$ cat src/hdl/tx_context_round_robin_scheduler_macros.svh
// Assertion macros used by the scheduler back end (txrr_back).
// Each macro expects signals named clk and arst_n in the enclosing module.
`ifndef TX_CONTEXT_ROUND_ROBIN_SCHEDULER_MACROS_SVH
`define TX_CONTEXT_ROUND_ROBIN_SCHEDULER_MACROS_SVH

// Consequent must hold in the same cycle as the antecedent.
`define TXRR_ASSERT_IMP(name, ante, cons, msg) \
	name: assert property (@(posedge clk) disable iff (!arst_n) (ante) |-> (cons)) \
		else $error(msg);

// Consequent must hold in the cycle after the antecedent.
`define TXRR_ASSERT_NXT(name, ante, cons, msg) \
	name: assert property (@(posedge clk) disable iff (!arst_n) (ante) |=> (cons)) \
		else $error(msg);

`endif

$ cat src/hdl/txrr_pkg.sv
// Shared types and constants of the transmit context round-robin scheduler.
// No dependencies; every other scheduler file but the assertion macro header refers to this package.
`default_nettype none

package txrr_pkg;

	localparam int INDEX_BITS     = 20;
	localparam int LEN_BITS       = INDEX_BITS + 1;
	localparam int DESC_BITS      = 16;
	localparam int ADDR_BITS      = 32;
	localparam int SEQ_BITS       = 32;
	localparam int CTX_FIELD_BITS = 5;
	localparam int POS_SHIFT      = 5;
	localparam int FIRST_CONTEXT  = 1;

	// Request opcodes.
	localparam logic [1:0] OP_LOAD   = 2'd0;
	localparam logic [1:0] OP_UPDATE = 2'd1;
	localparam logic [1:0] OP_BUMP   = 2'd2;

	// Result status codes.
	localparam logic [1:0] STAT_DONE    = 2'd0;
	localparam logic [1:0] STAT_ISSUED  = 2'd1;
	localparam logic [1:0] STAT_NONE    = 2'd2;
	localparam logic [1:0] STAT_IGNORED = 2'd3;

	// Work class decided by the front end.
	typedef enum logic [1:0] {
		K_LOAD   = 2'd0,
		K_UPDATE = 2'd1,
		K_BUMP   = 2'd2,
		K_IGNORE = 2'd3
	} kind_t;

	typedef struct packed {
		logic [1:0]                op;
		logic [CTX_FIELD_BITS-1:0] ctx;
		logic [ADDR_BITS-1:0]      ring_base;
		logic [LEN_BITS-1:0]       ring_len;
		logic [INDEX_BITS-1:0]     cons_index;
		logic [INDEX_BITS-1:0]     prod_index;
		logic [DESC_BITS-1:0]      desc_index;
	} req_t;

	typedef struct packed {
		logic [1:0]                status;
		logic [DESC_BITS-1:0]      cmd_desc;
		logic [SEQ_BITS-1:0]       cmd_seq;
		logic [ADDR_BITS-1:0]      cmd_buf_pos;
		logic [CTX_FIELD_BITS-1:0] cmd_ctx;
	} rsp_t;

	// Classified word passed from front to back. For a load, ctx is the slot.
	typedef struct packed {
		kind_t                     kind;
		logic [CTX_FIELD_BITS-1:0] ctx;
		logic [ADDR_BITS-1:0]      base;
		logic [LEN_BITS-1:0]       len;
		logic [INDEX_BITS-1:0]     cons;
		logic [INDEX_BITS-1:0]     prod;
		logic [DESC_BITS-1:0]      desc;
	} work_t;

endpackage

`default_nettype wire

$ cat src/hdl/txrr_front.sv
// Front end: accepts request words, owns the active context count and classifies.
// Depends on txrr_pkg.
`default_nettype none

module txrr_front #(
	parameter int NUM_CONTEXTS = 32
) (
	input  wire logic            clk,
	input  wire logic            arst_n,
	input  wire logic            start,
	input  wire logic            busy,
	input  wire txrr_pkg::req_t  req,
	output logic                 push,
	output txrr_pkg::work_t      work
);

	localparam int AC_W = $clog2(NUM_CONTEXTS + 1);

	logic [AC_W-1:0] active_count_q;
	logic            accept;

	assign accept = start && !busy;
	assign push   = accept;

	always_comb begin
		work.kind = txrr_pkg::K_IGNORE;
		work.ctx  = req.ctx;
		work.base = req.ring_base;
		work.len  = req.ring_len;
		work.cons = req.cons_index;
		work.prod = req.prod_index;
		work.desc = req.desc_index;
		unique case (req.op)
			txrr_pkg::OP_LOAD: begin
				if (active_count_q < AC_W'(NUM_CONTEXTS)) begin
					work.kind = txrr_pkg::K_LOAD;
					work.ctx  = txrr_pkg::CTX_FIELD_BITS'(active_count_q);
				end
			end
			txrr_pkg::OP_UPDATE: begin
				// Only an already active context, never context zero.
				if (32'(req.ctx) >= 32'(txrr_pkg::FIRST_CONTEXT) &&
				    32'(req.ctx) < 32'(active_count_q)) begin
					work.kind = txrr_pkg::K_UPDATE;
				end
			end
			txrr_pkg::OP_BUMP: begin
				work.kind = txrr_pkg::K_BUMP;
			end
			default: begin
				work.kind = txrr_pkg::K_IGNORE;
			end
		endcase
	end

	// A zero-length load leaves the count alone so the next load reuses the slot.
	always_ff @(posedge clk or negedge arst_n) begin
		if (!arst_n) begin
			active_count_q <= AC_W'(txrr_pkg::FIRST_CONTEXT);
		end else if (accept && work.kind == txrr_pkg::K_LOAD && req.ring_len != '0) begin
			active_count_q <= active_count_q + AC_W'(1);
		end
	end

endmodule

`default_nettype wire

$ cat src/hdl/txrr_queue.sv
// Two-word queue decoupling the front end from the back end.
// Depends on txrr_pkg.
`default_nettype none

module txrr_queue (
	input  wire logic             clk,
	input  wire logic             arst_n,
	input  wire logic             push,
	input  wire txrr_pkg::work_t  push_data,
	input  wire logic             pop,
	output txrr_pkg::work_t       pop_data,
	output logic                  not_empty,
	output logic                  full
);

	localparam int DEPTH = 2;
	localparam int PTR_W = $clog2(DEPTH);
	localparam int CNT_W = $clog2(DEPTH + 1);

	txrr_pkg::work_t entries [DEPTH];
	logic [PTR_W-1:0] wr_ptr_q;
	logic [PTR_W-1:0] rd_ptr_q;
	logic [CNT_W-1:0] count_q;

	assign pop_data  = entries[rd_ptr_q];
	assign not_empty = count_q != '0;
	assign full      = count_q == CNT_W'(DEPTH);

	always_ff @(posedge clk) begin
		if (push) begin
			entries[wr_ptr_q] <= push_data;
		end
	end

	always_ff @(posedge clk or negedge arst_n) begin
		if (!arst_n) begin
			wr_ptr_q <= '0;
			rd_ptr_q <= '0;
			count_q  <= '0;
		end else begin
			if (push) begin
				wr_ptr_q <= wr_ptr_q + PTR_W'(1);
			end
			if (pop) begin
				rd_ptr_q <= rd_ptr_q + PTR_W'(1);
			end
			case ({push, pop})
				2'b10:   count_q <= count_q + CNT_W'(1);
				2'b01:   count_q <= count_q - CNT_W'(1);
				default: count_q <= count_q;
			endcase
		end
	end

endmodule

`default_nettype wire

$ cat src/hdl/txrr_back.sv
// Back end: ring record tables, round-robin context FIFO and command sequencer.
// Depends on txrr_pkg and the assertion macro header.
`default_nettype none
`include "tx_context_round_robin_scheduler_macros.svh"

module txrr_back #(
	parameter int NUM_CONTEXTS = 32
) (
	input  wire logic             clk,
	input  wire logic             arst_n,
	input  wire logic             valid,
	input  wire txrr_pkg::work_t  work,
	output logic                  pop,
	output logic                  done,
	output txrr_pkg::rsp_t        rsp
);

	localparam int CTX_W = $clog2(NUM_CONTEXTS);
	localparam int IW    = txrr_pkg::INDEX_BITS;
	localparam int LW    = txrr_pkg::LEN_BITS;
	localparam int AW    = txrr_pkg::ADDR_BITS;
	localparam int SW    = txrr_pkg::SEQ_BITS;

	typedef enum logic [3:0] {
		S_IDLE   = 4'b0001,
		S_UPD_EX = 4'b0010,
		S_BMP_RD = 4'b0100,
		S_BMP_EX = 4'b1000
	} state_t;

	function automatic logic [CTX_W-1:0] wrap_next(input logic [CTX_W-1:0] p);
		return (p == CTX_W'(NUM_CONTEXTS - 1)) ? '0 : p + CTX_W'(1);
	endfunction

	// Ring record tables and the round-robin FIFO storage.
	logic [AW-1:0]    base_mem [NUM_CONTEXTS];
	logic [LW-1:0]    len_mem  [NUM_CONTEXTS];
	logic [IW-1:0]    cons_mem [NUM_CONTEXTS];
	logic [IW-1:0]    prod_mem [NUM_CONTEXTS];
	logic [CTX_W-1:0] fifo_mem [NUM_CONTEXTS];

	logic [AW-1:0]    base_rd_q;
	logic [LW-1:0]    len_rd_q;
	logic [IW-1:0]    cons_rd_q;
	logic [IW-1:0]    prod_rd_q;
	logic [CTX_W-1:0] fifo_rd_q;

	state_t              state_q, state_d;
	txrr_pkg::work_t     cur_q;
	logic [CTX_W-1:0]    idx_q;
	logic [CTX_W-1:0]    head_q;
	logic [CTX_W-1:0]    tail_q;
	logic [NUM_CONTEXTS-1:0] queued_q;
	logic [SW-1:0]       seq_q;
	logic                done_q, done_d;
	txrr_pkg::rsp_t      rsp_q, rsp_d;

	logic [CTX_W-1:0] head_ctx;
	logic [CTX_W-1:0] cur_ctx;
	logic [CTX_W-1:0] tbl_ra;
	logic [CTX_W-1:0] tbl_wa;
	logic [CTX_W-1:0] push_ctx;
	logic             fifo_empty;
	logic             load_wr;
	logic             cons_we;
	logic             prod_we;
	logic [IW-1:0]    cons_wd;
	logic [IW-1:0]    prod_wd;
	logic [LW-1:0]    ring_mask;
	logic [IW-1:0]    cons_next;
	logic [AW-1:0]    buf_pos;
	logic             push_en;

	assign head_ctx   = work.ctx[CTX_W-1:0];
	assign cur_ctx    = cur_q.ctx[CTX_W-1:0];
	assign fifo_empty = head_q == tail_q;
	assign pop        = (state_q == S_IDLE) && valid;
	assign load_wr    = pop && work.kind == txrr_pkg::K_LOAD;

	// Consumer advance wraps within the ring only when the stored length is a power of two.
	assign ring_mask = len_rd_q - LW'(1);
	assign cons_next = (cons_rd_q + IW'(1)) & ring_mask[IW-1:0];
	assign buf_pos   = base_rd_q + (AW'(cons_rd_q) << txrr_pkg::POS_SHIFT);

	assign tbl_ra = (state_q == S_BMP_RD) ? fifo_rd_q : head_ctx;
	assign tbl_wa = load_wr ? head_ctx : ((state_q == S_BMP_EX) ? idx_q : cur_ctx);

	assign cons_we = load_wr || state_q == S_BMP_EX;
	assign cons_wd = load_wr ? work.cons : cons_next;
	assign prod_we = load_wr || state_q == S_UPD_EX;
	assign prod_wd = load_wr ? work.prod : cur_q.prod;

	assign push_ctx = (state_q == S_BMP_EX) ? idx_q : cur_ctx;
	assign push_en  = (state_q == S_UPD_EX && !queued_q[cur_ctx] && cur_q.prod != cons_rd_q) ||
	                  (state_q == S_BMP_EX && prod_rd_q != cons_next);

	always_ff @(posedge clk) begin
		if (load_wr) begin
			base_mem[tbl_wa] <= work.base;
			len_mem[tbl_wa]  <= work.len;
		end
		if (cons_we) begin
			cons_mem[tbl_wa] <= cons_wd;
		end
		if (prod_we) begin
			prod_mem[tbl_wa] <= prod_wd;
		end
		if (push_en) begin
			fifo_mem[tail_q] <= push_ctx;
		end
		base_rd_q <= base_mem[tbl_ra];
		len_rd_q  <= len_mem[tbl_ra];
		cons_rd_q <= cons_mem[tbl_ra];
		prod_rd_q <= prod_mem[tbl_ra];
		fifo_rd_q <= fifo_mem[head_q];
	end

	always_comb begin
		state_d = state_q;
		done_d  = 1'b0;
		rsp_d   = '0;
		unique case (state_q)
			S_IDLE: begin
				if (valid) begin
					unique case (work.kind)
						txrr_pkg::K_LOAD: begin
							done_d       = 1'b1;
							rsp_d.status = txrr_pkg::STAT_DONE;
						end
						txrr_pkg::K_UPDATE: begin
							state_d = S_UPD_EX;
						end
						txrr_pkg::K_BUMP: begin
							if (fifo_empty) begin
								done_d       = 1'b1;
								rsp_d.status = txrr_pkg::STAT_NONE;
							end else begin
								state_d = S_BMP_RD;
							end
						end
						default: begin
							done_d       = 1'b1;
							rsp_d.status = txrr_pkg::STAT_IGNORED;
						end
					endcase
				end
			end
			S_UPD_EX: begin
				done_d       = 1'b1;
				rsp_d.status = txrr_pkg::STAT_DONE;
				state_d      = S_IDLE;
			end
			S_BMP_RD: begin
				state_d = S_BMP_EX;
			end
			S_BMP_EX: begin
				done_d            = 1'b1;
				rsp_d.status      = txrr_pkg::STAT_ISSUED;
				rsp_d.cmd_desc    = cur_q.desc;
				rsp_d.cmd_seq     = seq_q;
				rsp_d.cmd_buf_pos = buf_pos;
				rsp_d.cmd_ctx     = txrr_pkg::CTX_FIELD_BITS'(idx_q);
				state_d           = S_IDLE;
			end
			default: begin
				state_d = S_IDLE;
			end
		endcase
	end

	always_ff @(posedge clk) begin
		rsp_q <= rsp_d;
		if (pop) begin
			cur_q <= work;
		end
		if (state_q == S_BMP_RD) begin
			idx_q <= fifo_rd_q;
		end
	end

	always_ff @(posedge clk or negedge arst_n) begin
		if (!arst_n) begin
			state_q  <= S_IDLE;
			done_q   <= 1'b0;
			head_q   <= '0;
			tail_q   <= '0;
			queued_q <= '0;
			seq_q    <= '0;
		end else begin
			state_q <= state_d;
			done_q  <= done_d;
			if (state_q == S_BMP_RD) begin
				head_q              <= wrap_next(head_q);
				queued_q[fifo_rd_q] <= 1'b0;
			end
			if (push_en) begin
				tail_q             <= wrap_next(tail_q);
				queued_q[push_ctx] <= 1'b1;
			end
			if (state_q == S_BMP_EX) begin
				seq_q <= seq_q + SW'(1);
			end
		end
	end

	assign done = done_q;
	assign rsp  = rsp_q;

	`TXRR_ASSERT_IMP(a_pop_nonempty, state_q == S_BMP_RD, head_q != tail_q, "pop from empty FIFO")
	`TXRR_ASSERT_IMP(a_push_unqueued, push_en, !queued_q[push_ctx], "context queued twice")
	`TXRR_ASSERT_IMP(a_issue_origin, done_q && rsp_q.status == txrr_pkg::STAT_ISSUED, $past(state_q == S_BMP_EX), "command issued outside execute step")
	`TXRR_ASSERT_IMP(a_issue_seq, done_q && rsp_q.status == txrr_pkg::STAT_ISSUED, rsp_q.cmd_seq == seq_q - SW'(1), "sequence number out of step")

endmodule

`default_nettype wire

$ cat src/hdl/tx_context_round_robin_scheduler.sv
// Top level of the transmit context round-robin scheduler.
// Depends on txrr_pkg, txrr_front, txrr_queue and txrr_back.
`default_nettype none

// Usage
// A request word on req is taken at a rising edge where start is high and busy is
// low. Opcodes load the next context record, update a producer index, or bump the
// scheduler to issue one command from the next waiting context.
// Every request gives exactly one response word on rsp, marked by done for a
// single cycle; the receiver cannot hold responses off, and they come in request
// order.
// From acceptance a word passes through the queue into the sequencer, which
// registers its response: a load, an ignored request or an empty bump is
// answered from the idle state, a producer update from the update step, and a
// bump that issues a command from the execute step after a table read step.
// The sequencer takes no new word until it is back in idle. A two-word queue
// sits between the front end and the sequencer; busy is high while that queue
// is full.
// After reset no context is active, the next load fills context 1, the context
// FIFO is empty and the sequence number starts at zero. Record table contents are
// unknown until a load writes them.

module tx_context_round_robin_scheduler #(
	parameter int NUM_CONTEXTS = 32
) (
	input  wire logic            clk,
	input  wire logic            arst_n,
	input  wire logic            start,
	output logic                 busy,
	input  wire txrr_pkg::req_t  req,
	output logic                 done,
	output txrr_pkg::rsp_t       rsp
);

	// Classified words between the front end and the sequencer.
	logic            front_push;
	txrr_pkg::work_t front_work;
	txrr_pkg::work_t queue_word;
	logic            queue_valid;
	logic            queue_full;
	logic            back_pop;

	assign busy = queue_full;

	// The front end decides slot and validity at acceptance, so the active
	// context count never has to wait on the sequencer.
	txrr_front #(
		.NUM_CONTEXTS(NUM_CONTEXTS)
	) u_front (
		.clk   (clk),
		.arst_n(arst_n),
		.start (start),
		.busy  (queue_full),
		.req   (req),
		.push  (front_push),
		.work  (front_work)
	);

	txrr_queue u_queue (
		.clk      (clk),
		.arst_n   (arst_n),
		.push     (front_push),
		.push_data(front_work),
		.pop      (back_pop),
		.pop_data (queue_word),
		.not_empty(queue_valid),
		.full     (queue_full)
	);

	// The sequencer owns the record tables, the round-robin FIFO and the
	// sequence counter, and registers every response word.
	txrr_back #(
		.NUM_CONTEXTS(NUM_CONTEXTS)
	) u_back (
		.clk   (clk),
		.arst_n(arst_n),
		.valid (queue_valid),
		.work  (queue_word),
		.pop   (back_pop),
		.done  (done),
		.rsp   (rsp)
	);

endmodule

`default_nettype wire
$ cat config.mk
export PLATFORM = sky130hd
export DESIGN_NAME = tx_context_round_robin_scheduler
export DESIGN_NICKNAME = d
export VERILOG_FILES = /design/src/hdl/txrr_pkg.sv /design/src/hdl/txrr_front.sv /design/src/hdl/txrr_queue.sv /design/src/hdl/txrr_back.sv /design/src/hdl/tx_context_round_robin_scheduler.sv
export VERILOG_INCLUDE_DIRS = /design/src /design/src/hdl
export SDC_FILE = /design/constraint.sdc
export NUM_CORES = 2
export LEC_CHECK = 0
export BUFFER_PORTS_ARGS = -buffer_cell sky130_fd_sc_hd__buf_2
export CORE_MARGIN = 2
export CORE_UTILIZATION = 62
export CTS_CLUSTER_SIZE = 30
export DETAILED_ROUTE_END_ITERATION = 8
export GPL_TIMING_DRIVEN = 0
export PLACE_DENSITY = 0.79
export SYNTH_ARGS = -nofsm -noshare
export SYNTH_HDL_FRONTEND = slang
export SYNTH_SLANG_ARGS = --single-unit
$ cat constraint.sdc
create_clock -name clk -period 10.38 [get_ports clk]
set_input_delay 1.038 -clock clk [delete_from_list [all_inputs] [get_ports clk]]
set_output_delay 1.038 -clock clk [all_outputs]
set_load 0.01 [all_outputs]
==> impl_metrics.json <==
{
  "maxCapViolCount": 4,
  "setup_slack_ps": 3920,
  "crit_arrival_ps": 7140,
  "endpoint_kind": "flop",
  "initial_core_util_pct": 62.5,
  "yosys.cell_types.count": 74,
  "final-hold-violation-count": 0,
  "drtIter0Drc": 13149,
  "ctsResizeCount": 0,
  "reg2reg_depth": 12,
  "report.final.slew_viol_count": 9,
  "min_period_over_period_pct": 62.2,
  "ioPinCount": 208,
  "gp_congestion": 0.924,
  "outcome": "complete, but fails checks",
  "die_x_um": 480,
  "clock_skew_ps": 83.5,
  "slowest_stage": "o21ai_0",
  "path_class": "reg -> reg",
  "synthesis.area_mm2": 0.141,
  "yosysWarnings": 0,
  "cts.sink_count": 3653,
  "required_ps": 11070,
  "num_rows": 174,
  "r2r_start": "u_back.state_q[1]$_DFFE_PN0P_",
  "dieHeight_um": 480,
  "rsz0062_at_grt": "false",
  "routed_wl_mm": 407,
  "setup_violations": 0,
  "slowest_delay_ps": 1370,
  "grt_pass1_vias": 77230,
  "maxSlewHeadroom_pct": -4.12,
  "finalNetCount": 7882,
  "reg2reg_slack_ps": 3920,
  "ys_seq_area_share_pct": 76.4,
  "ir_drop_mv": 0.290,
  "crit_end": "u_back.base_mem[10][28]$_DFFE_PP_",
  "postRouteAntennaNets": 0,
  "postCtsSetupBuffers": 0,
  "firstDrtPassIters": 9,
  "cts_tree": "yes",
  "r2r_end": "u_back.base_mem[10][28]$_DFFE_PP_",
  "min_period_ps": 6460,
  "worstSetupStartpoint": "u_back.state_q[1]$_DFFE_PN0P_",
  "h-tree-depth": 5,
  "n_fill_cell": 12274,
  "cp_cell_sequence": "nor2_1 > nand3b_1 > a21oi_1 > inv_1 > o21ai_0 > nand2_1 > clkbuf_1 > nor3_2 > buf_6 > buf_6 > buf_8 > buf_6",
  "syn_nets": 6919,
  "wl_met3_mm": 54.0,
  "routed.top_layer": "met5",
  "cts_buffer_depth": 4,
  "synth_edf_count": 3380,
  "cts_buffers": 362,
  "synthFlopType": "edfxtp_1",
  "hold_ws_ps": 45.8,
  "pre_cts_ws_ps": 3870,
  "vias_per_cell": 7.01,
  "wl_met1_mm": 132,
  "clk_latency_ps": 1040,
  "overflow": 0,
  "area_growth_pct": 15.5,
  "grt_first_pass_wirelength_mm": 569,
  "path_clk_slew_ps": 60,
  "routedWlPerCell_um": 36.9,
  "antenna_found_initial": 58,
  "hold_path.class": "in -> async",
  "vias": 77360,
  "synth_seq_cells": 3653,
  "power.density_mw_per_mm2": 305,
  "grtUsageTotal_pct": 35.5,
  "drive_gt1_share_pct": 29.9,
  "portBuffers": 207,
  "coreArea_mm2": 0.225,
  "cts_hold_buf": 0,
  "grt_start_max_net_pins": 55,
  "dp_hpwl_mm": 261,
  "die-area_mm2": 0.231,
  "max_freq_ghz": 0.155,
  "critPathLaunchType": "flop",
  "cts_root_buffer": "clkbuf_16",
  "crit_top_cell": "buf_6",
  "drc": 3,
  "syn-instance-count": 6763,
  "violations": "DRC, capacitance limit, slew limit",
  "crit_fanout": 37,
  "tightest_slew_ps": 1550,
  "p_leak_nw": 53.5,
  "avgSynthCellArea_um2": 20.8,
  "dr_wl_met2_mm": 187,
  "synthArstFlopShare_pct": 2.44
}
[routing by layer]
metal / vias to the layer above / track usage [%]
met4: 44 / 24.0
li1: 29812 / -
met3: 1471 / 10.9
met2: 6679 / 53.3
met1: 39354 / 44.9
met5: - / 1.01
[cell usage in the layout (no fill, tap or decap), types with 62 or more instances in the layout]
master	count
edfxtp_1	3380
mux4_2	796
clkbuf_16	372
mux2_2	304
buf_6	291
clkbuf_1	253
buf_2	219
mux2i_1	211
nand2_1	186
dfxtp_1	184
nor2_1	171
o21ai_0	148
buf_1	139
a21oi_1	126
nor3_2	96
o211ai_1	93
dfrtp_1	87
xnor2_1	76
buf_8	68
and2_1	62
[Yosys cell counts, types with 10 or more instances]
cell	n	area, um2
nor4_1	19	119
nand4_1	23	144
nand2b_1	10	62.6
dfxtp_1	184	3680
clkbuf_1	202	758
and4_1	10	87.6
a21o_1	11	82.6
nor3_1	120	601
o21ai_0	166	831
ha_1	36	450
dfrtp_1	87	2180
o211ai_1	93	698
mux2i_1	211	2110
mux4_2	796	17900
edfxtp_1	3380	101000
xor2_1	37	324
nor2_1	172	646
o31ai_1	43	323
mux2_2	304	3420
nand3_1	29	145
and3_1	53	332
inv_1	40	150
buf_1	145	544
a31oi_1	10	62.6
xnor2_1	76	666
a21oi_1	127	636
and2_1	62	388
nand2_1	186	698
or3_1	16	100
[final cells by class]
| type | instances | area (um2) | area share, % |
|---|---|---|---|
| flip-flops and latches | 3653 | 107000 | 66.1 |
| multi-input cells | 2710 | 32300 | 19.9 |
| clock buffers | 474 | 9930 | 6.11 |
| repair buffers | 599 | 5800 | 3.57 |
| well taps | 2992 | 3740 | 2.30 |
| clock inverters | 164 | 1550 | 0.952 |
| plain buffers | 360 | 1430 | 0.883 |
| inverters | 40 | 150 | 0.0924 |
| diodes | 49 | 123 | 0.0755 |
[per-stage QoR]
stage          instances  area (um2)  total power [mW]  setup TNS, ps  utilization (%)
6_report           11041      162000              49.6              0             72.2
2_1_floorplan       6763      141000              29.3              0                -
5_1_grt            11027      162000              50.5              0             72.1
3_3_place_gp        9962      145000              35.0       -6988120             64.6
3_5_place_dp       10351      151000              35.9              0             67.0
4_1_cts            10989      162000              49.0              0             72.1
[cells by family after synthesis]
logic type,synth area share (%)
xor+xnor,0.704
simple gates,2.63
flops,76.4
mux,16.7
buf+inv,1.10
fa+ha+maj,0.334
compound gates,2.17
[power by group]
group          internal, mW  total (mW)  switching (mW)
Sequential             19.2        19.7           0.556
Combinational          5.65        17.0            11.3
Clock                  7.42        12.9            5.47
Total                  32.2        49.6            17.3
[registers in the layout, summed over array words and instances, names as in the netlist, 4 cells and up]
register                flops
u_back.fifo_mem           160
u_back.prod_mem           640
u_back.cur_q               36
u_back.queued_q            32
u_back.prod_rd_q           20
u_back.cur_ctx              5
u_back.cons_mem           640
u_back.len_rd_q            20
u_back.seq_q               32
u_back.rsp                 87
u_back.cons_rd_q           20
u_back.fifo_rd_q            5
u_front.active_count_q      6
u_queue.entries           230
u_back.tail_q               5
u_back.base_rd_q           32
u_back.head_q               5
u_back.len_mem            640
u_back.state_q              4
u_back.base_mem          1024
u_back.idx_q                5
[how the worst min path moves through the flow]
stage	from	endpoint	slack (ps)	depth (start not counted)
6_report	arst_n	u_back.seq_q[28]$_DFFE_PN0P_	50	1
3_5_place_dp	u_back.fifo_rd_q[2]$_DFF_P_	u_back.idx_q[2]$_DFFE_PP_	420	0
4_1_cts	arst_n	u_back.seq_q[23]$_DFFE_PN0P_	10	1
3_3_place_gp	u_back.base_rd_q[2]$_DFF_P_	u_back.rsp[7]$_SDFF_PN0_	420	1
2_1_floorplan	u_back.base_rd_q[0]$_DFF_P_	u_back.rsp[5]$_SDFF_PN0_	410	1
5_1_grt	arst_n	u_back.seq_q[25]$_DFFE_PN0P_	60	1
[critical path: cells and delay by family (launching register included)]
| family | cells | cell delay (ps) |
|---|---|---|
| buf+inv | 6 | 2010 |
| compound gates | 2 | 1970 |
| simple gates | 4 | 1730 |
| flops | 1 | 400 |
No activity file was read; power rests on OpenSTA's default activity.
